<file path="config.mk">
export PLATFORM = sky130hd
export DESIGN_NAME = drs_div10
export DESIGN_NICKNAME = d
export VERILOG_FILES = /design/src/sv/drs_pkg.sv /design/src/sv/drs_div10.sv
export SDC_FILE = /design/constraint.sdc
export NUM_CORES = 1
export LEC_CHECK = 0
export BUFFER_PORTS_ARGS = -buffer_cell sky130_fd_sc_hd__buf_4
export CORE_UTILIZATION = 55
export DETAILED_ROUTE_END_ITERATION = 16
export PLACE_DENSITY_LB_ADDON = 0.12
export SETUP_SLACK_MARGIN = 0.15
export SKIP_LAST_GASP = 1
export SLEW_MARGIN = 15
export SYNTH_ARGS = -nofsm -noshare
export SYNTH_HDL_FRONTEND = slang
export SYNTH_SLANG_ARGS = --single-unit
</file>
<file path="constraint.sdc">
create_clock -name clk -period 12.2 [get_ports clk]
set_input_delay 1.22 -clock clk [delete_from_list [all_inputs] [get_ports clk]]
set_output_delay 1.22 -clock clk [all_outputs]
set_load 0.02 [all_outputs]
</file>
<file path="src/sv/drs_pkg.sv">
// Shared constants and types for the decimal radix sorter.
`default_nettype none
package drs_pkg;
  localparam int VAL_W         = 31;
  localparam int RADIX         = 10;
  localparam int DIG_W         = 4;
  localparam int MAX_ITEMS_DEF = 64;
  // reciprocal of ten, exact for 32-bit dividends with a 35-bit shift
  localparam logic [31:0] RECIP10 = 32'hCCCCCCCD;
  localparam int RECIP_SH = 35;

  typedef struct packed {
    logic [VAL_W-1:0] value;
    logic [VAL_W-1:0] quot;
  } drs_entry_t;
endpackage
`default_nettype wire

</file>
<file path="src/sv/drs_div10.sv">
// Registered divide-by-ten unit: quotient and remainder appear in the cycle after the operand.
`default_nettype none
module drs_div10 import drs_pkg::*; (
  input  wire logic             clk,
  input  wire logic [VAL_W-1:0] num,
  output logic      [VAL_W-1:0] quot,
  output logic      [DIG_W-1:0] rem
);
  logic [VAL_W-1:0]    num_r;
  logic [VAL_W+31:0]   prod;
  logic [VAL_W-1:0]    q10;

  always_ff @(posedge clk) begin
    num_r <= num;
    prod  <= {32'd0, num} * {{VAL_W{1'b0}}, RECIP10};
  end

  assign quot = VAL_W'(prod >> RECIP_SH);
  assign q10  = (quot << 3) + (quot << 1);
  always_comb begin
    logic [VAL_W-1:0] diff;
    diff = num_r - q10;
    rem  = diff[DIG_W-1:0];
  end
endmodule
`default_nettype wire

</file>
==> results_dict.tcl <==
set metrics [dict create \
    area_growth_syn_to_layout_pct 7.35 \
    route.detailed.drc 3 \
    synth_top_family_by_area "adder cells" \
    finalCoreUtilization 0.609 \
    via_per_inst 5.45 \
    num_rows 54 \
    hold_slack_ns 1.07 \
    drt_wl_total_um 29300 \
    coreArea_sq_mm 0.0220 \
    htree_levels 2 \
    final_common_cell "inv_1" \
    gp_congestion 0.945 \
    synth_top_cell_area_share 0.370 \
    finalCriticalPeriod_ns 8.22 \
    ys_types 59 \
    gr-usage-all-layers 0.274 \
    hpwl_um 26800 \
    critPathRequiredTime_ns 12.41 \
    worstMarginPinSlew_ns 1.21 \
    end_kind "flip-flop" \
    cts_buffer_depth 2 \
    max_freq_ghz 0.122 \
    cp_data_arrival_time_ns 8.43 \
    die_h_um 153 \
    top_level_ports 67 \
    slew_headroom 0.190 \
    synth_xor_area_frac 0.0343 \
    yosys.area_share.simple 0.0431 \
    seq_area_sq_um 641 \
    port_buffers 63 \
    outcome "finished with violations" \
    cts_resized 0 \
    firstDrtPassIters 13 \
    violations "design-rule violations" \
    hold_path_class "input pin to flip-flop" \
    synth_area_sq_mm 0.0125 \
    startpoint_type "input pin" \
    synth_area_leaders "fa_1 37%, ha_1 31%, inv_1 10%" \
    syn-instance-count 1227 \
    drt_iter0_drc 510 \
    root_buffer "clkbuf_16" \
    cts_sinks 32 \
    max_stage_delay_ns 0.64 \
    crit_slowest_cell "fa_1" \
    most-common-layout-cells "337 x inv_1, 306 x ha_1, 231 x fa_1, 63 x buf_4, 38 x a21oi_1" \
    vias 8550 \
    first_global_vias 9151 \
    synth_flop_cell "dfxtp_1" \
    path_clk_slew_ns 0.06 \
    floorplan.initialDensity 0.568 \
    cts_tree "done" \
    critPathMostFrequentCell "fa_1" \
    grt_max_degree 12 \
    tns_ns 0 \
    antenna_found_initial 0 \
    path_max_fanout 4 \
    synth-async-reset-ratio 0 \
    final_antenna_net_count 0 \
    synth_compound_area_frac 0.0890 \
    postCtsSetupRepairBufs 0 \
    crit_buf_inv 7 \
    die_w_um 153 \
    syn_avg_cell_area_sq_um 10.2 \
    cts_hold_buf 0 \
    ys_warn_count 0 \
    fillers 1931 \
    nets 1856 \
    synth-edff-count 0 \
    cpLargestDelayFamily "adder cells" \
    grt_pass1_wl_um 48900 \
    die-area_sq_mm 0.0233 \
    cts_buffers 5 \
    multi_input_area_sq_mm 0.0105 \
    path_class "input pin to flip-flop" \
    grt_overflow_total 0 \
    synth_top_area_cell "fa_1" \
    synth_adder_area_share 0.676 \
    setup_viol 0 \
    cap_violations 0 \
    antenna_cells 0 \
    ys_seq_area_frac 0.0512 \
    hold_viol 0 \
    layout-drive-gt1-share 0.0652 \
    drv_slew 0 \
    wl_per_cell_um 18.7 \
    timing.final.crit_share 0.674 \
    rsz0062_at_grt "false" \
    ys_ff_latch 32 \
    synth.area.mux_share 0 \
]
sequential cells by signal, indices dropped and copies added (netlist names):
| signal | cells |
|---|---|
| num_r | 2 |
| prod | 30 |
layer usage:
| metal | global-route usage | vias up | routed length (um) |
|---|---|---|---|
| li1 | - | 4042 | - |
| met1 | 0.412 | 4237 | 14300 |
| met2 | 0.416 | 231 | 12700 |
| met3 | 0.0356 | 40 | 1510 |
| met4 | 0.0669 | 0 | 692 |
| met5 | 0 | - | 0 |
per-stage QoR:
step	area [sq um]	setup slack (ns)	std cells
finish	13400	3.98	1568
detailed placement	13300	3.78	1560
global placement	13300	3.77	1560
CTS	13400	4.02	1568
global route	13400	3.65	1568
floorplan	12500	4.64	1229
worst paths after layout:
path               start                to  slack, ns  cells after the start
setup / recovery  num[5]  prod[62]$_DFF_P_       3.98                     25
hold / removal    num[3]  num_r[3]$_DFF_P_       1.07                      1
cell type report:
cell class	count	area share
clock buffer	6	0.00960
clock inverter	2	0.00121
inverter	337	0.0943
multi-input combinational	848	0.786
sequential	32	0.0477
tap	280	0.0261
timing repair buffer	63	0.0352
Yosys cell counts, types with 3 or more instances:
library cell / number
o21a_1: 4
nand4_1: 8
buf_4: 3
xor2_1: 19
nand2_1: 25
and3_1: 8
o211ai_1: 8
a211oi_1: 15
o21ai_0: 16
ha_1: 306
a21boi_0: 3
clkbuf_1: 8
o21bai_1: 8
a221o_1: 3
fa_1: 231
xnor2_1: 30
nor2_1: 24
nand3_1: 12
inv_1: 337
dfxtp_1: 32
a21oi_1: 38
and2_1: 4
nor3_1: 6
a21o_1: 32
logic make-up (layout without fill, tap and decap cells):
family,Yosys count,after routing
xor gates and xnor gates,49,49
adders and majority gates,537,537
buffers and inverters,349,408
DFF,32,32
other,1,3
and+or+nand+nor,102,102
AOI/OAI and AO/OA,157,157
Power is not shown: default switching activity piles up to over one toggle a cycle in this logic, so the estimate is an artifact.
